### src/rtl/core/direct_mapped_write_through_cache_unit_assert.svh
// assertion macros for the direct mapped write-through cache unit
// expects clk and rst_n in the scope of every use
`ifndef DIRECT_MAPPED_WRITE_THROUGH_CACHE_UNIT_ASSERT_SVH
`define DIRECT_MAPPED_WRITE_THROUGH_CACHE_UNIT_ASSERT_SVH

`ifndef SYNTHESIS
// same-cycle implication
`define DMWC_ASSERT_IMP(name, ante, cons, msg) \
  name: assert property (@(posedge clk) disable iff (!rst_n) (ante) |-> (cons)) \
    else $error(msg);
// next-cycle implication
`define DMWC_ASSERT_NXT(name, ante, cons, msg) \
  name: assert property (@(posedge clk) disable iff (!rst_n) (ante) |=> (cons)) \
    else $error(msg);
`else
`define DMWC_ASSERT_IMP(name, ante, cons, msg)
`define DMWC_ASSERT_NXT(name, ante, cons, msg)
`endif

`endif

### src/rtl/core/dmwc_ram.sv
// generic single-port synchronous ram, registered read
// no dependencies; read data holds while re is low
`timescale 1ns / 1ps

module dmwc_ram #(
  parameter int WIDTH = 32,
  parameter int DEPTH = 64,
  localparam int AW = $clog2(DEPTH)
) (
  input  logic             clk,
  input  logic             we,
  input  logic             re,
  input  logic [AW-1:0]    addr,
  input  logic [WIDTH-1:0] wdata,
  output logic [WIDTH-1:0] q
);

  logic [WIDTH-1:0] mem [DEPTH];
  logic [WIDTH-1:0] q_r;

  always_ff @(posedge clk) begin
    if (we) begin
      mem[addr] <= wdata;
    end
    if (re) begin
      q_r <= mem[addr];
    end
  end

  assign q = q_r;

endmodule

### config.mk
export PLATFORM = sky130hd
export DESIGN_NAME = dmwc_ram
export DESIGN_NICKNAME = d
export VERILOG_FILES = /design/src/rtl/core/direct_mapped_write_through_cache_unit_assert.svh /design/src/rtl/core/dmwc_ram.sv
export SDC_FILE = /design/constraint.sdc
export NUM_CORES = 2
export LEC_CHECK = 0
export BUFFER_PORTS_ARGS = -buffer_cell sky130_fd_sc_hd__buf_2
export CAP_MARGIN = 20
export CORE_MARGIN = 3
export CORE_UTILIZATION = 40
export CTS_CLUSTER_DIAMETER = 40
export DETAILED_ROUTE_END_ITERATION = 6
export PLACE_DENSITY = 0.66
export SYNTH_ARGS = -nofsm -noshare
export SYNTH_HDL_FRONTEND = slang
export SYNTH_SLANG_ARGS = --single-unit
### constraint.sdc
create_clock -name clk -period 8.9 [get_ports clk]
set_clock_uncertainty 0.1 [all_clocks]
set_input_delay 1.335 -clock clk [delete_from_list [all_inputs] [get_ports clk]]
set_output_delay 1.335 -clock clk [all_outputs]
set_load 0.01 [all_outputs]
==> impl_metrics.yaml <==
status:
  status: "complete, no violations"
routing:
  via_count: 43760
  dr.pass1.iters: 7
  via_per_inst: 6.078
  drt_iter0_markers: 6131
  wire_per_inst_um: 30.54
  wl_um: 219900
  ant_nets: 0
  drcViolationCount: 0
sta:
  finalSetupViolations: 0
  fin_ws_ps: 3765
  setup_tns_ps: 0
  worst_pin_slew_ps: 1200
  fin_crit_ps: 5135
  hold_viol: 0
  slew_headroom: 0.1794
  finalCritPeriodShare: 0.5770
  slew_violations: 0
  rsz0062_at_grt: "no"
  fmax_ghz: 0.1947
yosys:
  synth_edf_count: 2080
  synthDistinctLibCells: 55
  ys_top_cells_by_area: "edfxtp_1 (79%), mux2i_1 (3.3%), mux4_2 (2.7%)"
  yosysTopAreaCellShare: 0.7882
  synth_seq_cells: 2080
  synth_common_cells: "edfxtp_1 (2080), mux2i_1 (259), a22oi_1 (188), a221oi_1 (175), clkbuf_1 (168)"
  avgSynthCellArea_sq_um: 18.70
  yosysSeqAreaShare: 0.7882
  synth-main-ff-cell: "edfxtp_1"
  syn-cell-area_sq_um: 79250
  syn_inst: 4239
  async_reset_ff_frac: 0
  yosys.area.top_type: "edfxtp_1"
  synth_most_common_cell: "edfxtp_1"
  synth_warnings: 0
  synthesis.nets: 4280
finish:
  multiInputGateArea_sq_um: 16050
  final_nets: 4423
  seq_area_sq_um: 62460
  nFillCells: 16250
  final_util: 0.4624
  final_cell_area_sq_um: 90630
  final_cells: 7200
  area_growth_syn_to_layout_pct: 14.36
  drive_gt1_frac: 0.1922
clock_tree:
  cts-root-buf: "clkbuf_16"
  cts_hold_buf: 0
  cts_setup_buffers: 0
  clk_pin_slew_worst_paths_ps: 70
  cts_buffer_depth: 3
  clk_latency_ps: 860
  cts_tree: "built"
  ctsResizeCount: 0
  ctsHtreeMaxLevel: 4
  cts_buffers: 211
  cts.sinks: 2080
global_route:
  antenna_found_initial: 15
  grt_pass1_wl_um: 313300
  grt_pass1_vias: 42100
  gr-total-overflow: 0
  grtUsageTotal: 0.2115
  grt_start_max_net_pins: 100
worst_setup_path:
  cp-start-kind: "input port"
  max_stage_delay_ps: 1030
  crit_required_ps: 9370
  critPathMostFrequentCell: "buf_4"
  worstPathMaxFanout: 56
  end_kind: "flop"
  crit_chain: "buf_8 -> buf_4 -> nand2b_2 -> buf_4 -> nor2_4 -> a22oi_1 -> a31oi_1 -> a2111oi_0 -> nand3_1"
  slowest_stage: "a2111oi_0"
  ff2ff_setup_slack_ps: 6050
  crit_type: "input port to flop"
  worst-endpoint-arrival_ps: 5600
flow_run:
  cap_violations: 0
place:
  globalplace.congestion: 0.8503
  dp.cells: 6789
  pre_cts_ws_ps: 3022
  port_buffers: 72
  dp_hpwl_um: 120700
  place_area_sq_um: 83450
power_and_ir_drop:
  peakVddDrop_v: 0.0001919
  switchingPower_uw: 4642
  power_frac_clock: 0.428
  netSwitchingFraction: 0.2226
  p_int_uw: 16210
  p_seq_frac: 0.523
  p_leak_uw: 0.02881
  p_comb_frac: 0.049
  cellPowerDensity_nw_per_um2: 230.1
floorplanning:
  rows: 162
  die_area_sq_um: 203500
  die_w_um: 451.1
  dieHeight_um: 451.1
  core_area_sq_um: 196000
  initial_utilization: 0.4043
  num_io_pins: 73
min_path:
  min-delay-path-class: "flop to flop"
cells by family after synthesis:
kind of cell    count (synthesis)  share of synthesized area
buf+inv                       300                    0.01675
compound gates                933                    0.08627
flops                        2080                     0.7882
simple gates                  424                    0.02795
mux                           502                    0.08088
path summary, 6_finish.rpt:
kind                              start         endpoint  cells past startpoint
hold reg to reg   mem[58][26]$_DFFE_PP_  q[26]$_DFFE_PP_                      4
hold / removal    mem[58][26]$_DFFE_PP_  q[26]$_DFFE_PP_                      4
setup reg to reg   mem[18][9]$_DFFE_PP_   q[9]$_DFFE_PP_                      5
setup / recovery                addr[1]   q[2]$_DFFE_PP_                      9
critical path, delay by kind of cell:
kind	cells	cell delay [ps]
buffers and inverters	3	1570
AOI/OAI and AO/OA	3	1430
and+or+nand+nor	3	1150
registers in the layout (all words and copies together), names as in the netlist:
name,count
mem,2048
q,32
area by class of cell:
| class | count | share of cell area |
|---|---|---|
| Sequential cell | 2080 | 0.6892 |
| Multi-Input combinational cell | 1859 | 0.1771 |
| Clock buffer | 243 | 0.05958 |
| Tap cell | 2624 | 0.03623 |
| Timing Repair Buffer | 228 | 0.01890 |
| Clock inverter | 152 | 0.01849 |
| Antenna cell | 12 | 0.0003313 |
| Inverter | 2 | 0.0001657 |
routing by layer:
layer / wire [um] / up-vias / global-route usage
met5: 0 / - / 0
li1: - / 17990 / -
met4: 9087 / 0 / 0.08028
met1: 87020 / 22690 / 0.2946
met3: 22570 / 437 / 0.04442
met2: 101200 / 2647 / 0.3276
power by group through the flow:
stage	logic, uW	registers [uW]	clock network (uW)
global placement	990	11100	0
CTS	1010	10900	9010
finish	1020	10900	8920
floorplan	519	11100	0
detailed placement	1010	11100	0
global route	1070	10900	9420
metrics by stage:
stage,hold WS [ps],power (uW)
2_1_floorplan,540.1,11620
3_3_place_gp,591.3,12110
3_5_place_dp,602.0,12130
4_1_cts,604.1,20940
5_1_grt,635.8,21400
6_report,604.2,20850
cells in the final DEF (no fill, tap or decap), drive strengths merged, types with 16 or more instances in the layout:
master | synthesis | final
o21ai | 85 | 85
mux2i | 259 | 259
nor3 | 22 | 22
nand3 | 54 | 54
nor2 | 145 | 145
inv | 2 | 22
a222oi | 16 | 16
clkinvlp | 0 | 18
clkbuf | 169 | 243
a31oi | 43 | 43
a221oi | 175 | 175
o22ai | 93 | 93
bufinv | 0 | 21
a21oi | 121 | 121
buf | 129 | 227
edfxtp | 2080 | 2080
a211oi | 17 | 17
clkinv | 0 | 93
and3 | 85 | 85
mux4 | 96 | 96
o22a | 70 | 70
nand2 | 28 | 28
a22o | 66 | 66
nand2b | 18 | 18
mux2 | 147 | 147
a22oi | 188 | 188
No activity file was read; power rests on OpenSTA's default activity.
