`config.mk`:
```
export PLATFORM = sky130hd
export DESIGN_NAME = dmwc_seq
export DESIGN_NICKNAME = d
export VERILOG_FILES = /design/src/rtl/core/direct_mapped_write_through_cache_unit_assert.svh /design/src/rtl/core/dmwc_pkg.sv /design/src/rtl/core/dmwc_seq.sv
export SDC_FILE = /design/constraint.sdc
export NUM_CORES = 1
export LEC_CHECK = 0
export ABC_AREA = 1
export ABC_CLOCK_PERIOD_IN_PS = 7550
export BUFFER_PORTS_ARGS = -buffer_cell sky130_fd_sc_hd__clkbuf_2
export CORE_ASPECT_RATIO = 0.8
export CORE_MARGIN = 2
export CORE_UTILIZATION = 52
export CTS_BUF_LIST = sky130_fd_sc_hd__clkbuf_2 sky130_fd_sc_hd__clkbuf_4 sky130_fd_sc_hd__clkbuf_8
export CTS_CLUSTER_SIZE = 14
export DETAILED_ROUTE_END_ITERATION = 16
export GPL_TIMING_DRIVEN = 0
export PLACE_DENSITY = 0.89
export SLEW_MARGIN = 20
export SYNTH_ARGS = -nofsm -noshare
export SYNTH_HDL_FRONTEND = slang
export SYNTH_SLANG_ARGS = --single-unit
```
`constraint.sdc`:
```
create_clock -name clk -period 7.55 [get_ports clk]
set_clock_uncertainty 0.05 [all_clocks]
set_input_delay 0.755 -clock clk [delete_from_list [all_inputs] [get_ports clk]]
set_output_delay 0.755 -clock clk [all_outputs]
set_load 0.03 [all_outputs]
```
`src/rtl/core/direct_mapped_write_through_cache_unit_assert.svh`:
```
// assertion macros for the direct mapped write-through cache unit
// expects clk and rst_n in the scope of every use
`ifndef DIRECT_MAPPED_WRITE_THROUGH_CACHE_UNIT_ASSERT_SVH
`define DIRECT_MAPPED_WRITE_THROUGH_CACHE_UNIT_ASSERT_SVH

`ifndef SYNTHESIS
// same-cycle implication
`define DMWC_ASSERT_IMP(name, ante, cons, msg) \
  name: assert property (@(posedge clk) disable iff (!rst_n) (ante) |-> (cons)) \
    else $error(msg);
// next-cycle implication
`define DMWC_ASSERT_NXT(name, ante, cons, msg) \
  name: assert property (@(posedge clk) disable iff (!rst_n) (ante) |=> (cons)) \
    else $error(msg);
`else
`define DMWC_ASSERT_IMP(name, ante, cons, msg)
`define DMWC_ASSERT_NXT(name, ante, cons, msg)
`endif

`endif

```
`src/rtl/core/dmwc_pkg.sv`:
```
// shared sizes, beat types and controller states for the cache unit
// no dependencies
`timescale 1ns / 1ps

package dmwc_pkg;

  localparam int MEM_WORDS   = 1024;
  localparam int CACHE_WORDS = 64;
  localparam int BLOCK_WORDS = 4;
  localparam int NUM_LINES   = CACHE_WORDS / BLOCK_WORDS;

  localparam int DATA_W = 32;
  localparam int ADDR_W = $clog2(MEM_WORDS);
  localparam int CIDX_W = $clog2(CACHE_WORDS);
  localparam int WORD_W = $clog2(BLOCK_WORDS);
  localparam int LINE_W = CIDX_W - WORD_W;
  localparam int TAG_W  = ADDR_W - CIDX_W;

  typedef enum logic {
    CMD_READ  = 1'b0,
    CMD_WRITE = 1'b1
  } cmd_t;

  typedef enum logic [2:0] {
    ST_INIT,
    ST_IDLE,
    ST_LOOK,
    ST_FILL,
    ST_DRAIN,
    ST_DONE
  } st_t;

  typedef struct packed {
    cmd_t                     command;
    logic        [ADDR_W-1:0] address;
    logic signed [DATA_W-1:0] write_value;
  } in_beat_t;

  typedef struct packed {
    logic                     hit;
    logic        [TAG_W-1:0]  tag_out;
    logic        [LINE_W-1:0] line_out;
    logic        [WORD_W-1:0] word_out;
    logic signed [DATA_W-1:0] data_out;
  } out_beat_t;

  typedef struct packed {
    logic              upd;
    logic [LINE_W-1:0] line;
    logic [TAG_W-1:0]  tag;
  } tag_req_t;

  typedef struct packed {
    logic              we;
    logic              re;
    logic [ADDR_W-1:0] addr;
    logic [DATA_W-1:0] wdata;
  } mem_req_t;

  typedef struct packed {
    logic              we;
    logic              re;
    logic [CIDX_W-1:0] addr;
    logic [DATA_W-1:0] wdata;
  } cache_req_t;

endpackage

```
`src/rtl/core/dmwc_seq.sv`:
```
// access sequencer: memory init sweep, lookup, block refill, write-through
// and the result register; depends on dmwc_pkg
`timescale 1ns / 1ps

module dmwc_seq import dmwc_pkg::*; (
  input  logic              clk,
  input  logic              rst_n,
  input  logic              in_valid,
  output logic              in_ready,
  input  in_beat_t          in_data,
  output logic              out_valid,
  input  logic              out_ready,
  output out_beat_t         out_data,
  output tag_req_t          tag_req,
  input  logic              tag_hit,
  output mem_req_t          mem_req,
  input  logic [DATA_W-1:0] mem_q,
  output cache_req_t        cache_req,
  input  logic [DATA_W-1:0] cache_q
);

  st_t               st_r, st_nxt;
  logic [ADDR_W-1:0] init_r;
  cmd_t              cmd_r;
  logic [ADDR_W-1:0] addr_r;
  logic [DATA_W-1:0] val_r;
  logic              hit_r;
  logic [WORD_W-1:0] k_r;
  logic              rd_vld_r;
  logic [WORD_W-1:0] rd_k_r;
  logic [DATA_W-1:0] data_r;
  logic              use_cq_r;
  logic              out_valid_r;
  out_beat_t         out_r;

  logic              accept;
  logic              out_free;
  logic              load_out;
  logic              is_wr;
  logic [LINE_W-1:0] line;
  logic [TAG_W-1:0]  tag;
  logic [WORD_W-1:0] word;
  logic [DATA_W-1:0] fill_word;

  assign line  = addr_r[CIDX_W-1:WORD_W];
  assign tag   = addr_r[ADDR_W-1:CIDX_W];
  assign word  = addr_r[WORD_W-1:0];
  assign is_wr = (cmd_r == CMD_WRITE);

  assign accept   = in_valid && in_ready;
  assign out_free = !out_valid_r || out_ready;

  // a write miss puts its own value into the refilled block
  assign fill_word = (is_wr && (rd_k_r == word)) ? val_r : mem_q;

  // next state
  always_comb begin
    st_nxt = st_r;
    case (st_r)
      ST_INIT: begin
        if (init_r == ADDR_W'(MEM_WORDS - 1)) begin
          st_nxt = ST_IDLE;
        end
      end
      ST_IDLE: begin
        if (accept) begin
          st_nxt = ST_LOOK;
        end
      end
      ST_LOOK: begin
        st_nxt = tag_hit ? ST_DONE : ST_FILL;
      end
      ST_FILL: begin
        if (k_r == WORD_W'(BLOCK_WORDS - 1)) begin
          st_nxt = ST_DRAIN;
        end
      end
      ST_DRAIN: begin
        st_nxt = ST_DONE;
      end
      ST_DONE: begin
        if (out_free) begin
          st_nxt = ST_IDLE;
        end
      end
      default: begin
        st_nxt = ST_IDLE;
      end
    endcase
  end

  // outputs and memory ports
  always_comb begin
    in_ready     = 1'b0;
    load_out     = 1'b0;
    tag_req.upd  = 1'b0;
    tag_req.line = line;
    tag_req.tag  = tag;

    mem_req.we    = 1'b0;
    mem_req.re    = 1'b0;
    mem_req.addr  = addr_r;
    mem_req.wdata = val_r;

    // refill data lands in the cycle after each main read
    cache_req.we    = rd_vld_r;
    cache_req.re    = 1'b0;
    cache_req.addr  = rd_vld_r ? {line, rd_k_r} : addr_r[CIDX_W-1:0];
    cache_req.wdata = rd_vld_r ? fill_word : val_r;

    case (st_r)
      ST_INIT: begin
        mem_req.we    = 1'b1;
        mem_req.addr  = init_r;
        mem_req.wdata = DATA_W'(MEM_WORDS) - DATA_W'(init_r);
      end
      ST_IDLE: begin
        in_ready = 1'b1;
      end
      ST_LOOK: begin
        tag_req.upd  = !tag_hit;
        cache_req.re = !is_wr;
        cache_req.we = tag_hit && is_wr;
        mem_req.we   = tag_hit && is_wr;
      end
      ST_FILL: begin
        mem_req.re   = 1'b1;
        mem_req.addr = {addr_r[ADDR_W-1:WORD_W], k_r};
      end
      ST_DRAIN: begin
        mem_req.we = is_wr;
      end
      ST_DONE: begin
        load_out = out_free;
      end
      default: begin
        in_ready = 1'b0;
      end
    endcase
  end

  // control state
  always_ff @(posedge clk) begin
    if (!rst_n) begin
      st_r        <= ST_INIT;
      init_r      <= '0;
      rd_vld_r    <= 1'b0;
      out_valid_r <= 1'b0;
    end else begin
      st_r     <= st_nxt;
      rd_vld_r <= (st_r == ST_FILL);
      if (st_r == ST_INIT) begin
        init_r <= init_r + 1'b1;
      end
      if (load_out) begin
        out_valid_r <= 1'b1;
      end else if (out_ready) begin
        out_valid_r <= 1'b0;
      end
    end
  end

  // request and result payload
  always_ff @(posedge clk) begin
    if (accept) begin
      cmd_r  <= in_data.command;
      addr_r <= in_data.address;
      val_r  <= in_data.write_value;
    end
    if (st_r == ST_LOOK) begin
      hit_r    <= tag_hit;
      use_cq_r <= tag_hit && !is_wr;
      data_r   <= val_r;
      k_r      <= '0;
    end
    if (st_r == ST_FILL) begin
      k_r    <= k_r + 1'b1;
      rd_k_r <= k_r;
    end
    if (rd_vld_r && (rd_k_r == word)) begin
      data_r <= fill_word;
    end
    if (load_out) begin
      out_r.hit      <= hit_r;
      out_r.tag_out  <= tag;
      out_r.line_out <= line;
      out_r.word_out <= word;
      out_r.data_out <= use_cq_r ? cache_q : data_r;
    end
  end

  assign out_valid = out_valid_r;
  assign out_data  = out_r;

endmodule

```
==> impl_metrics.json <==
{
  "setup_violations": 0,
  "synth_top_area_cell": "edfxtp_1",
  "num_io_pins": 250,
  "multi_input_area_mm2": 0.002258,
  "powerDensity_mw_per_mm2": 276.7,
  "drive_gt1_share_pct": 35.70,
  "min-delay-start": "hit_r",
  "post_cts_buffers": 0,
  "ant_nets": 0,
  "synth_flop_cell": "edfxtp_1",
  "antenna_cells": 0,
  "final-seq-area_mm2": 0.004024,
  "vdd.ir_drop.worst_v": 0.0001523,
  "cpMaxStageDelayCell": "edfxtp_1",
  "pre_cts_ws_ns": 4.843,
  "fin_crit_sh_pct": 41.81,
  "ys_seq_area_share_pct": 57.39,
  "reg2reg_to": "out_data[18]",
  "dr.pass1.iters": 5,
  "syn_avg_cell_area_um2": 9.671,
  "antenna_found_initial": 0,
  "gp_congestion": 0.9186,
  "design_area_mm2": 0.008911,
  "grt_setup_unrepaired": "false",
  "crit_family": "buffers and inverters",
  "fin_crit_ns": 3.157,
  "wl_per_cell_um": 16.66,
  "grt_use_total_pct": 27.33,
  "report.final.slew_viol_count": 0,
  "clk_latency_ns": 0.45,
  "critPathMaxStageDelay_ns": 0.48,
  "dp_hpwl_mm": 15.10,
  "n_fill_cell": 1023,
  "ys_warn_count": 0,
  "fmax_ghz": 0.3168,
  "synth-seq-cells": 139,
  "crit_arrival_ns": 2.35,
  "power_leakage_nw": 4.300,
  "cp_data_required_time_ns": 6.74,
  "synth_cell_types": 38,
  "synthCells": 725,
  "root_buffer": "clkbuf_8",
  "place_area_mm2": 0.008576,
  "end_kind": "primary output",
  "ctsResizeCount": 0,
  "hold_depth": 0,
  "cp_max_fo": 10,
  "synth_edf_count": 124,
  "min_path_type": "reg -> reg",
  "die_area_mm2": 0.01443,
  "overflow": 0,
  "grt_pass1_vias": 5698,
  "rows": 37,
  "fp.dieW_um": 133.8,
  "worstMarginPinSlew_ns": 0.6764,
  "areaGrowthSynthToFinish_pct": 27.09,
  "setup_slack_ns": 4.393,
  "routed_wl_mm": 19.81,
  "path_cells": "xnor2_1 -> nand3_2 -> buf_2 -> nand2_1 -> o21ai_1 -> o21bai_1 -> clkbuf_2",
  "cts_tree": "yes",
  "grt_pass1_wl_mm": 29.44,
  "start_util_pct": 53.90,
  "via_per_inst": 5.128,
  "drc": 0,
  "r2r_cells": 6,
  "r2r_setup_slack_ns": 5.05,
  "port_buffers": 248,
  "cp_num_buf_inv": 2,
  "ys_top_cells_by_area": "edfxtp_1, o21bai_1, inv_1",
  "syn-cell-area_mm2": 0.007012,
  "die_h_um": 107.9,
  "drt-initial-drc-count": 517,
  "numCtsBuffers": 17,
  "hold_path_end": "out_data[42]",
  "reg2reg_from": "st_r[2]",
  "htreeDepth": 4,
  "nNetsFinal": 1116,
  "synth_top_area_share_pct": 53.10,
  "vias": 6097,
  "grt_max_degree": 26,
  "relSlewSlack_pct": 54.80,
  "maxCapViolations": 0,
  "hold_viol": 0,
  "status": "completed",
  "critical_path_class": "reg -> out",
  "startpoint_type": "register",
  "cts_buffer_depth": 2,
  "cts_hold_buf": 0,
  "async_flop_share_pct": 0,
  "synth_nets": 840,
  "clock-sinks": 139,
  "clk_pin_slew_worst_paths_ns": 0.08,
  "fp.coreArea_mm2": 0.01301
}
## Yosys cell counts (2+ instances only)
cell type,count
o21ai_1,33
nor2_2,2
nor4_1,2
nand3_1,23
buf_2,17
o211ai_1,2
a21oi_1,9
o21bai_1,65
o22ai_1,2
buf_4,13
dfxtp_1,15
buf_6,2
inv_1,128
inv_2,3
clkbuf_1,11
mux2_2,30
ha_1,3
nand2_1,116
nand4_1,2
mux2_1,2
edfxtp_1,124
nor2_1,88
xor2_1,2
o21ai_0,17
## metal layers
metal	wire, um	part of all wire (%)	vias up	global-route usage [%]
met5	0	0	-	0
met4	311	1.6	0	8.207
met3	1865	9.4	31	6.638
met2	9585	48	331	45.79
met1	8047	41	2814	35.41
li1	-	-	2921	-
## metrics by stage
step	utilization, %	cells	hold WS (ns)	setup TNS, ns	total power, mW
floorplan	-	725	0.3503	0	1.634
finish	68.50	1189	0.3924	0	2.466
detailed placement	65.92	1157	0.3800	0	1.948
global placement	65.12	1148	0.3542	-27.18	1.924
global route	68.50	1189	0.4008	0	2.573
CTS	68.50	1189	0.3983	0	2.468
## cell usage in the layout, fill, tap and decap left out, drive strengths merged, types with 15 or more instances in the layout
master and count:
clkbuf 276, o21ai 50, edfxtp 124, mux2 32, inv 133, nor2 90
nand2 117, buf 42, nand3 24, o21bai 65, dfxtp 15
## power breakdown
group | switching [mW] | total [mW] | internal (mW)
combinational | 0.693 | 0.969 | 0.276
clock | 0.305 | 0.529 | 0.224
sequential | 0.0462 | 0.968 | 0.922
total | 1.04 | 2.47 | 1.42
## how the worst max path moves through the flow
stage / start / end / slack (ns) / cells after the start
6_report: addr_r[1] / cache_req[19] / 4.39 / 7
4_1_cts: addr_r[1] / cache_req[6] / 4.36 / 7
5_1_grt: addr_r[1] / cache_req[13] / 4.18 / 7
3_3_place_gp: out_ready / out_data[19] / -0.63 / 3
3_5_place_dp: out_ready / out_data[19] / 4.84 / 7
2_1_floorplan: out_ready / out_data[0] / 1.98 / 2
## logic make-up after synthesis
family	count (synthesis)	synth area share, %
AOI/OAI and AO/OA	133	12.10
xor gates and xnor gates	4	0.6068
adders and majority gates	3	0.5354
buffers and inverters	176	10.64
DFF	139	57.39
muxes	32	5.139
and+or+nand+nor	238	13.60
## layout make-up
cell class / instances / area share, %
flip-flops and latches: 139 / 45.16
multi-input cells: 410 / 25.34
repair buffers: 257 / 14.91
inverters: 132 / 5.560
plain buffers: 44 / 2.808
clock buffers: 17 / 2.626
well taps: 175 / 2.457
clock inverters: 15 / 1.137
## sequential cells by signal, indices dropped and copies added (netlist names)
register,count
data_r,32
out_data,43
st_r,3
k_r,2
init_r,10
addr_r,10
hit_r,1
use_cq_r,1
out_valid,1
rd_vld_r,1
cmd_r,1
val_r,32
rd_k_r,2
(Power assumes the default switching activity.)
