## config.mk

```make
export PLATFORM = sky130hd
export DESIGN_NAME = dmwc_tags
export DESIGN_NICKNAME = d
export VERILOG_FILES = /design/src/rtl/core/direct_mapped_write_through_cache_unit_assert.svh /design/src/rtl/core/dmwc_pkg.sv /design/src/rtl/core/dmwc_tags.sv
export SDC_FILE = /design/constraint.sdc
export NUM_CORES = 1
export LEC_CHECK = 0
export BUFFER_PORTS_ARGS = -buffer_cell sky130_fd_sc_hd__buf_2
export CORE_MARGIN = 2
export CORE_UTILIZATION = 50
export CTS_CLUSTER_DIAMETER = 60
export DETAILED_ROUTE_END_ITERATION = 8
export PLACE_DENSITY = 0.75
export SETUP_SLACK_MARGIN = 0.4
export SLEW_MARGIN = 20
export SYNTH_ARGS = -nofsm -noshare
export SYNTH_HDL_FRONTEND = slang
export SYNTH_SLANG_ARGS = --single-unit
```

## constraint.sdc

```tcl
create_clock -name clk -period 4.2 [get_ports clk]
set_input_delay 1.05 -clock clk [delete_from_list [all_inputs] [get_ports clk]]
set_output_delay 1.05 -clock clk [all_outputs]
set_load 0.02 [all_outputs]
```

## src/rtl/core/direct_mapped_write_through_cache_unit_assert.svh

```systemverilog
// assertion macros for the direct mapped write-through cache unit
// expects clk and rst_n in the scope of every use
`ifndef DIRECT_MAPPED_WRITE_THROUGH_CACHE_UNIT_ASSERT_SVH
`define DIRECT_MAPPED_WRITE_THROUGH_CACHE_UNIT_ASSERT_SVH

`ifndef SYNTHESIS
// same-cycle implication
`define DMWC_ASSERT_IMP(name, ante, cons, msg) \
  name: assert property (@(posedge clk) disable iff (!rst_n) (ante) |-> (cons)) \
    else $error(msg);
// next-cycle implication
`define DMWC_ASSERT_NXT(name, ante, cons, msg) \
  name: assert property (@(posedge clk) disable iff (!rst_n) (ante) |=> (cons)) \
    else $error(msg);
`else
`define DMWC_ASSERT_IMP(name, ante, cons, msg)
`define DMWC_ASSERT_NXT(name, ante, cons, msg)
`endif

`endif

```

## src/rtl/core/dmwc_pkg.sv

```systemverilog
// shared sizes, beat types and controller states for the cache unit
// no dependencies
`timescale 1ns / 1ps

package dmwc_pkg;

  localparam int MEM_WORDS   = 1024;
  localparam int CACHE_WORDS = 64;
  localparam int BLOCK_WORDS = 4;
  localparam int NUM_LINES   = CACHE_WORDS / BLOCK_WORDS;

  localparam int DATA_W = 32;
  localparam int ADDR_W = $clog2(MEM_WORDS);
  localparam int CIDX_W = $clog2(CACHE_WORDS);
  localparam int WORD_W = $clog2(BLOCK_WORDS);
  localparam int LINE_W = CIDX_W - WORD_W;
  localparam int TAG_W  = ADDR_W - CIDX_W;

  typedef enum logic {
    CMD_READ  = 1'b0,
    CMD_WRITE = 1'b1
  } cmd_t;

  typedef enum logic [2:0] {
    ST_INIT,
    ST_IDLE,
    ST_LOOK,
    ST_FILL,
    ST_DRAIN,
    ST_DONE
  } st_t;

  typedef struct packed {
    cmd_t                     command;
    logic        [ADDR_W-1:0] address;
    logic signed [DATA_W-1:0] write_value;
  } in_beat_t;

  typedef struct packed {
    logic                     hit;
    logic        [TAG_W-1:0]  tag_out;
    logic        [LINE_W-1:0] line_out;
    logic        [WORD_W-1:0] word_out;
    logic signed [DATA_W-1:0] data_out;
  } out_beat_t;

  typedef struct packed {
    logic              upd;
    logic [LINE_W-1:0] line;
    logic [TAG_W-1:0]  tag;
  } tag_req_t;

  typedef struct packed {
    logic              we;
    logic              re;
    logic [ADDR_W-1:0] addr;
    logic [DATA_W-1:0] wdata;
  } mem_req_t;

  typedef struct packed {
    logic              we;
    logic              re;
    logic [CIDX_W-1:0] addr;
    logic [DATA_W-1:0] wdata;
  } cache_req_t;

endpackage

```

## src/rtl/core/dmwc_tags.sv

```systemverilog
// line valid bits and stored tags with the hit compare
// depends on dmwc_pkg
`timescale 1ns / 1ps

module dmwc_tags import dmwc_pkg::*; (
  input  logic     clk,
  input  logic     rst_n,
  input  tag_req_t req,
  output logic     hit
);

  logic [NUM_LINES-1:0] valid_r;
  logic [TAG_W-1:0]     tag_r [NUM_LINES];

  assign hit = valid_r[req.line] && (tag_r[req.line] == req.tag);

  always_ff @(posedge clk) begin
    if (!rst_n) begin
      valid_r <= '0;
    end else if (req.upd) begin
      valid_r[req.line] <= 1'b1;
    end
  end

  // tags are only compared behind a set valid bit
  always_ff @(posedge clk) begin
    if (req.upd) begin
      tag_r[req.line] <= req.tag;
    end
  end

endmodule

```

==> results of run 1 <==
==> report_power, final <==
part	leakage [nW]	switching (mW)	internal, mW
logic	0.384	0.0503	0.0484
clock network	0.117	0.267	0.395
registers	0.708	0.00490	0.870
==> sequential cells by signal (all words and copies together) (netlist names) <==
register  count
tag_r        64
valid_r      16
==> layout make-up <==
type | instances | area, um2
Timing Repair Buffer | 18 | 159
Sequential cell | 80 | 2240
Clock inverter | 7 | 119
Tap cell | 77 | 96.3
Multi-Input combinational cell | 72 | 880
Clock buffer | 9 | 124
Fill cell | 462 | 2660
==> through the flow <==
step / util, % / std cells / instance area, um2 / hold WS (ns)
after floorplan: - / 162 / 3230 / 0.432
after global placement: 53.0 / 243 / 3330 / 0.443
after detailed placement: 53.0 / 243 / 3330 / 0.448
after CTS: 57.6 / 263 / 3620 / 0.465
after global routing: 57.7 / 263 / 3620 / 0.491
final: 57.7 / 263 / 3620 / 0.459
==> per-layer routing <==
metal | up-vias | global-route usage (%) | wire length, um | share of wire [%]
met4 | 0 | 8.80 | 113 | 2.0
met1 | 792 | 24.3 | 2310 | 41
met5 | - | 0 | 0 | 0
li1 | 692 | - | - | -
met3 | 10 | 5.60 | 416 | 7.4
met2 | 50 | 25.4 | 2770 | 49
==> cell families after synthesis <==
family                 share of synthesized area [%]
flip-flops                                      69.6
XOR/XNOR                                        1.09
AND/OR/NAND/NOR                                 3.92
multiplexers                                    19.2
buffers and inverters                           2.41
AO/OA/AOI/OAI                                   3.73
==> path summary, 6_finish.rpt <==
| kind | from | endpoint | slack [ns] | cells after the start |
|---|---|---|---|---|
| max | req[4] | hit | 0.38 | 7 |
| min | valid_r[9] | valid_r[9] | 0.46 | 1 |
| max reg2reg | valid_r[11] | valid_r[11] | 3.59 | 1 |
| min reg2reg | valid_r[9] | valid_r[9] | 0.46 | 1 |
==> layout by cell type, fill, tap and decap left out <==
master      count
bufinv_16       3
xnor2_2         1
inv_6           1
edfxtp_1       64
clkbuf_8        9
buf_6           1
o21a_1         16
nand2_1         2
clkinv_4        1
nor4_4          1
buf_4           7
nand2b_1        2
clkinv_1        1
xor2_1          3
mux2i_1         3
or3b_2          1
mux4_1          3
mux4_2         21
nor3_1          4
nor2_1         12
buf_16          2
nand3_1         1
dfxtp_1        16
clkinvlp_4      1
nand3b_1        2
buf_2           8
==> repair_timing <==
action	in CTS	in global routing
resized for setup	18	2
pin swaps	3	2
hold buffers	0	0
gates cloned	1	0
setup buffers	3	0
setup endpoints to repair	1	1
==> summary.md, run 1 <==
| Metric | Value |
|---|---|
| Area leader, netlist | edfxtp_1 |
| Setup TNS | 0 ns |
| Clock Skews | 0 ns |
| RSZ-0062 raised after global routing | true |
| Clk root buf | clkbuf_8 |
| Worst-path fanout max | 11 |
| CTS tree | yes |
| Synthesized flop and latch total | 80 |
| Reg clk slew, reported paths | 0.08 ns |
| Initial Util | 51.3% |
| Synth warn | 0 |
| Data required, critical path | 3.15 ns |
| Post-Syn Area | 0.00322 mm2 |
| Vias in the first global route | 1552 |
| Initial antenna violation count | 0 |
| Gpl congestion | 0.710 |
| Largest net degree at the start of global routing | 18 |
| Core area | 0.00628 mm2 |
| Detailed Routing Iterations Pass 1 | 4 |
| Power density cells | 452 mW/mm2 |
| Full die area | 0.00710 mm2 |
| Routed WL | 5610 um |
| Asr flop ratio synth | 0% |
| Rows | 29 |
| DP HPWL | 3690 um |
| Top Ports | 12 |
| First-pass GRT wire length | 8910 um |
| Critical Path Source Type | primary input |
| Worst setup path class | primary input to output pin |
| Max-slew violation count | 0 |
| CP Capture Type | output pin |
| DR vias/cell | 5.87 |
| Setup WS pre-CTS | -0.0230 ns |
| Mapped Cells | 162 |
| Worst hold path type | register to register |
| Avg Cell Area, Syn | 19.9 um2 |
| Clock buffer count from CTS | 9 |
| Synth top area share | 59.7% |
| Total GRT Usage | 17.6% |
| Final worst-path cycle share | 91.0% |
| Synth-to-Final Area Change | 12.4% |
| Max stage delay on crit path | 0.57 ns |
| Initial DRC Count | 232 |
| Via count | 1544 |
| Final worst-path setup slack | 0.380 ns |
| Most frequent CP cell | buf_4 |
| CP cell instances | buf_16 > buf_4 > mux4_1 > mux4_2 > nand2_1 > nor4_4 > buf_4 |
| Layout cells sized above 1 | 30.6% |
| Top-count cell post-synth | edfxtp_1 |
| WL per Instance | 21.3 um |
| H-tree Lvls | 3 |
| Routed Antenna Nets | 0 |
| Outcome | finished, final reports clean |
| I/O Buffers | 11 |
| Chip Height | 84.3 um |
| Final hold vios | 0 |
| Synth top cells by count | edfxtp_1 (64), dfxtp_1 (16), o21a_1 (16) |
| Sequential-to-total area share from yosys stat | 69.6% |
| DRC viols | 0 |
| Post-synth cell types | 22 |
| Worst path slowest cell | mux4_1 |
| Clock Path Buffers | 2 |
| Clk_lat worst skew | 0.34 ns |
| GRT Residual Overflow | 0 |
| Die W | 84.3 um |
| Post-synth EDFFs | 64 |
| Clock sinks | 80 |
| Top_reg_cell synth | edfxtp_1 |
| Final setup vio count | 0 |
| LEAKAGE | 1.21 nW |
| Diodes inserted | 0 |
| Worst Path Arrival | 2.77 ns |
| Max Clock Freq | 262 MHz |
| Tot Pwr | 1.64 mW |
| Worst slew pin tran | 0.834 ns |
| Normalized max-slew margin | 44.0% |
| Peak supply drop | 0.271 mV |
| Critical path's top delay family | multiplexers |
| Final nets | 192 |
| Synth top area cells | edfxtp_1 (60%), mux4_1 (11%), dfxtp_1 (9.9%) |
| Tmin final | 3.82 ns |
| Max Cap Viol | 0 |
| CP bufs+invs | 3 |
| Syn_nets | 173 |
No activity file was read; power rests on OpenSTA's default activity.
==> run 2, diff against run 1 <==
==> constraint.sdc (replaced) <==
create_clock -name clk -period 4.55 [get_ports clk]
set_input_delay 1.1375 -clock clk [delete_from_list [all_inputs] [get_ports clk]]
set_output_delay 1.1375 -clock clk [all_outputs]
set_load 0.02 [all_outputs]
==> run 2 against run 1 <==
Compared with the run above:
- core utilization fell by 2.3 points
- critical endpoint unchanged
- global-route usage fell by 0.55 points
- largest cell class unchanged
- critical path depth decreased by 1
- sequential power shrank 7.7%
- non-clock buffer count shrank 5
- first-iteration DRC count shrank 31%
- register-to-register slack improved by 0.35 ns
- count of clock-buffer cells in the layout unchanged
==> summary.md, run 2 (synthesis gave the netlist of run 1 again) <==
| Metric | Value |
|---|---|
| Fillers | 475 |
| Vias in the first global route | 1614 |
| Initial antenna violation count | 0 |
| DRC viols | 0 |
| Data required, critical path | 3.41 ns |
| Core area | 0.00628 mm2 |
| Outcome | finished, final reports clean |
| Biggest register | tag_r |
| Max Clock Freq | 245 MHz |
| Hold_buf cts | 0 |
| Final nets | 187 |
| Cell Int Power | 1.03 mW |
| Clk pwr share | 31.7% |
| Total GRT Usage | 17.0% |
| Tot Pwr | 1.30 mW |
| H-tree Lvls | 3 |
| Comb power frac | 6.2% |
| I/O Buffers | 11 |
| Via count | 1510 |
| Initial Util | 51.3% |
| Initial DRC Count | 160 |
| P_sw | 272 uW |
| Sw frac | 21.0% |
| Tmin final | 4.08 ns |
| Worst hold path type | register to register |
| Hold Path Stages | 1 |
| Routed WL | 5520 um |
| CP Capture Type | output pin |
| DR vias/cell | 5.88 |
| Largest net degree at the start of global routing | 19 |
| Critical Path Source Type | primary input |
| Gpl congestion | 0.760 |
| First-pass GRT wire length | 8760 um |
| Final hold vios | 0 |
| Non-Filler Instances | 257 |
| Peak supply drop | 0.155 mV |
| Reg clk slew, reported paths | 0.07 ns |
| Top Ports | 12 |
| Synth-to-Final Area Change | 7.89% |
| Detailed Routing Iterations Pass 1 | 4 |
| Worst slew pin tran | 0.881 ns |
| R2R setup slack | 3.94 ns |
| Final worst-path cycle share | 89.6% |
| Routed Antenna Nets | 0 |
| Setup TNS | 0 ns |
| Clk root buf | clkbuf_8 |
| Worst reg-to-reg path cell count | 1 |
| Worst-path fanout max | 17 |
| Normalized max-slew margin | 40.8% |
| Die W | 84.3 um |
| LEAKAGE | 1.17 nW |
| Worst setup path class | primary input to output pin |
| Clock Skews | 0 ns |
| Max Cap Viol | 0 |
| Full die area | 0.00710 mm2 |
| CTS tree | yes |
| Rows | 29 |
| Power density cells | 374 mW/mm2 |
| Chip Height | 84.3 um |
| Reg area | 0.00224 mm2 |
| Clock sinks | 80 |
| Multi-input gate area | 897 um2 |
| Layout cells sized above 1 | 22.2% |
| WL per Instance | 21.5 um |
| Clk_lat worst skew | 0.34 ns |
| Placed Cells | 242 |
| Diodes inserted | 0 |
| Most common cell after layout, fill and taps aside | edfxtp_1 |
| Worst R2R Start | valid_r[7] |
| GRT Residual Overflow | 0 |
| Min-delay src | valid_r[4] |
| Max reg flops | 64 |
| Most frequent cells in the layout | edfxtp_1 (64), o21a_1 (16), dfxtp_1 (16) |
| Biggest regs | tag_r x64, valid_r x16 |
| Clock buffer count from CTS | 9 |
| Hold EP | valid_r[4] |
| RSZ-0062 raised after global routing | false |
| DP HPWL | 3830 um |
| R2R Path End | valid_r[7] |
| Sequential power share | 62.1% |
| Final setup vio count | 0 |
| Max-slew violation count | 0 |
| Clock Path Buffers | 2 |
| Worst Path Arrival | 2.94 ns |
run 2: changes by cell type in the layout (fill, tap and decap cells not counted), moves of 2 or more:
cell | previous run | this run
mux4_1 | 3 | 12
buf_16 | 2 | 0
mux4_2 | 21 | 12
buf_4 | 7 | 3
clkinv_2 | 0 | 4
bufinv_16 | 3 | 0
run 2: metal layers:
metal  track usage, %  wire (um)
met1             22.2       2290
met5                0          0
met4             7.33         70
met3             4.23        314
met2             27.6       2840
run 2: repair_timing:
item | CTS | global route
gates resized for setup | 5 | 1
hold endpoints to repair | 0 | 0
buffers inserted | 0 | 0
endpoints found under the setup margin | 1 | 1
run 2: how the worst max path moves through the flow:
stage | from | endpoint | cells past startpoint
3_5_place_dp | req[4] | hit | 6
5_1_grt | req[4] | hit | 6
2_1_floorplan | req[4] | hit | 6
3_3_place_gp | req[4] | hit | 6
4_1_cts | req[4] | hit | 6
6_report | req[4] | hit | 6
run 2: final cells by class:
type | count | share of cell area (%)
Clock buffer | 9 | 3.57
Clock inverter | 6 | 0.792
Multi-Input combinational cell | 72 | 25.8
Sequential cell | 80 | 64.5
Tap cell | 77 | 2.77
Timing Repair Buffer | 13 | 2.52
run 2: power groups by stage:
stage	clock network, mW	logic, mW	registers, mW
after global placement	0	0.0764	0.823
final	0.412	0.0800	0.808
after global routing	0.455	0.0870	0.808
after CTS	0.421	0.0811	0.808
after detailed placement	0	0.0791	0.824
after floorplan	0	0.0582	0.822
run 2: worst max-delay path, stage by stage:
cell,delay (ns)
buf_12,0.14
mux4_1,0.55
mux4_2,0.48
xor2_1,0.16
nor4_2,0.26
buf_2,0.20
run 2: through the flow:
step	cell area, um2	hold WS [ns]	util, %	setup slack (ns)
after floorplan	3220	0.432	-	0.408
after global placement	3310	0.441	52.7	0.144
after detailed placement	3310	0.449	52.7	0.0947
after CTS	3480	0.466	55.4	0.427
after global routing	3470	0.482	55.4	0.415
final	3470	0.464	55.4	0.471
==> run 3, diff against run 2 <==
--- a/config.mk
+++ b/config.mk
@@ -6,11 +6,13 @@
 export NUM_CORES = 1
 export LEC_CHECK = 0
 export BUFFER_PORTS_ARGS = -buffer_cell sky130_fd_sc_hd__buf_2
+export CELL_PAD_IN_SITES_DETAIL_PLACEMENT = 0
+export CELL_PAD_IN_SITES_GLOBAL_PLACEMENT = 1
 export CORE_MARGIN = 2
 export CORE_UTILIZATION = 50
 export CTS_CLUSTER_DIAMETER = 60
 export DETAILED_ROUTE_END_ITERATION = 8
-export PLACE_DENSITY = 0.75
+export PLACE_DENSITY = 0.82
 export SETUP_SLACK_MARGIN = 0.4
 export SLEW_MARGIN = 20
 export SYNTH_ARGS = -nofsm -noshare
==> constraint.sdc (replaced) <==
create_clock -name clk -period 4.1 [get_ports clk]
set_input_delay 1.025 -clock clk [delete_from_list [all_inputs] [get_ports clk]]
set_output_delay 1.025 -clock clk [all_outputs]
set_load 0.02 [all_outputs]
==> run 3 against run 2 <==
Compared with the run above:
- total power is 14% higher
- critical endpoint unchanged
- non-clock buffer count up 5
- count of clock-buffer cells in the layout increased by 1
- worst hold slack improved by 0.0016 ns
- setup slack got worse by 0.17 ns
- highest routed layer unchanged
- cell area is 2.4% higher
- critical path type unchanged
- largest cell class unchanged
- largest power group unchanged
==> summary.md, run 3 (synthesis gave the netlist of run 1 again) <==
| Metric | Value |
|---|---|
| Clock buffer count from CTS | 9 |
| Die W | 84.3 um |
| WL per Instance | 23.0 um |
| Biggest regs | tag_r x64, valid_r x16 |
| Max Clock Freq | 263 MHz |
| Max-slew violation count | 0 |
| Data required, critical path | 3.07 ns |
| Reg clk slew, reported paths | 0.07 ns |
| LEAKAGE | 1.19 nW |
| Most frequent cells in the layout | edfxtp_1 (64), mux4_2 (19), o21a_1 (16), dfxtp_1 (16), nor2_1 (12) |
| Worst-path fanout max | 6 |
| Worst Path Arrival | 2.77 ns |
| Clk_lat worst skew | 0.34 ns |
| Final nets | 192 |
| Largest net degree at the start of global routing | 18 |
| Worst hold path type | register to register |
| Routed Antenna Nets | 0 |
| Initial DRC Count | 120 |
| Non-Filler Instances | 263 |
| Final setup vio count | 0 |
| Hold_buf cts | 0 |
| Tmin final | 3.80 ns |
| CP cell instances | buf_16 > mux4_2 > mux4_2 > xnor2_2 > nand2_2 > nor4_4 > buf_4 |
| Via count | 1593 |
| Initial antenna violation count | 0 |
| DR vias/cell | 6.06 |
| Chip Height | 84.3 um |
| Top Ports | 12 |
| Vias in the first global route | 1614 |
| GRT Residual Overflow | 0 |
| Power density cells | 416 mW/mm2 |
| Normalized max-slew margin | 37.8% |
| Clock Path Buffers | 2 |
| Initial Util | 51.3% |
| Core area | 0.00628 mm2 |
| Max reg flops | 64 |
| CP Capture Type | output pin |
| Total GRT Usage | 18.9% |
| Final hold vios | 0 |
| Max Cap Viol | 0 |
| RSZ-0062 raised after global routing | true |
| Clk root buf | clkbuf_8 |
| Full die area | 0.00710 mm2 |
| Setup TNS | 0 ns |
| Final instance area | 0.00356 mm2 |
| Critical Path Source Type | primary input |
| Clock Skews | 0 ns |
| Biggest register | tag_r |
| Final worst-path cycle share | 92.6% |
| Peak supply drop | 0.252 mV |
| DP HPWL | 3990 um |
| Placed Cells | 243 |
| Worst slew pin tran | 0.926 ns |
| Most common cell after layout, fill and taps aside | edfxtp_1 |
| Multi-input gate area | 897 um2 |
| Routed WL | 6040 um |
| R2R setup slack | 3.48 ns |
| Fillers | 479 |
| First-pass GRT wire length | 9390 um |
| Synth-to-Final Area Change | 10.5% |
| I/O Buffers | 11 |
| Gpl congestion | 0.790 |
| Tot Pwr | 1.48 mW |
| Reg area | 0.00224 mm2 |
| Max stage delay on crit path | 0.52 ns |
| Clock sinks | 80 |
| Diodes inserted | 0 |
| Worst path slowest cell | mux4_2 |
| Layout cells sized above 1 | 30.1% |
| Worst setup path class | primary input to output pin |
| Dpl cell area | 0.00333 mm2 |
| DRC viols | 0 |
| Outcome | finished, final reports clean |
| Detailed Routing Iterations Pass 1 | 4 |
| H-tree Lvls | 3 |
| CTS tree | yes |
| Most frequent CP cell | mux4_2 |
| Rows | 29 |
## run 3: changes by cell type in the layout (fill, tap and decap cells not counted), moves of 2 or more
cell,change
buf_16,+2
mux4_2,+7
mux4_1,-7
clkinv_4,+2
buf_4,+4
## run 3: worst paths after layout
check	start	end	cells after the start
worst max-delay path	req[4]	hit	7
worst max register to register	valid_r[14]	valid_r[14]	1
worst min-delay path	valid_r[9]	valid_r[9]	1
worst min register to register	valid_r[9]	valid_r[9]	1
## run 3: layout make-up
type	count	area share [%]
multi-input combinational	72	25.2
clock buffer	10	3.59
sequential	80	63.0
clock inverter	6	1.02
timing repair buffer	18	4.47
tap	77	2.71
## run 3: timing repair
item | 4_1_cts | 5_1_grt
setup buffers | 3 | 0
endpoints found under the setup margin | 1 | 1
gates cloned | 1 | 0
pin swaps | 3 | 1
gates resized for setup | 18 | 2
## run 3: worst max-delay path, delay by kind of cell
family	cells	cell delay, ns
buffers and inverters	2	0.27
xor gates and xnor gates	1	0.17
muxes	2	1.01
and+or+nand+nor	2	0.28
## run 3: metal layers
layer	global-route usage (%)	vias up	part of all wire [%]	routed length, um
met1	25.3	837	42	2540
met4	5.87	0	0.83	50
met2	29.9	57	52	3160
met3	6.00	4	4.8	289
li1	-	695	-	-
met5	0	-	0	0
## run 3: through the flow
step | worst slack [ns] | hold slack [ns] | util (%)
global placement | -0.000452 | 0.440 | 53.0
CTS | 0.273 | 0.467 | 56.5
detailed placement | -0.0809 | 0.449 | 53.0
global route | 0.237 | 0.488 | 56.7
finish | 0.305 | 0.466 | 56.7
floorplan | 0.282 | 0.432 | -
## run 3: power breakdown
group          leakage (nW)  internal (mW)  switching, mW  total, mW
Combinational         0.394         0.0499         0.0544      0.104
Sequential            0.708          0.891        0.00491      0.896
Clock                0.0874          0.217          0.264      0.480
Total                  1.19           1.16          0.323       1.48
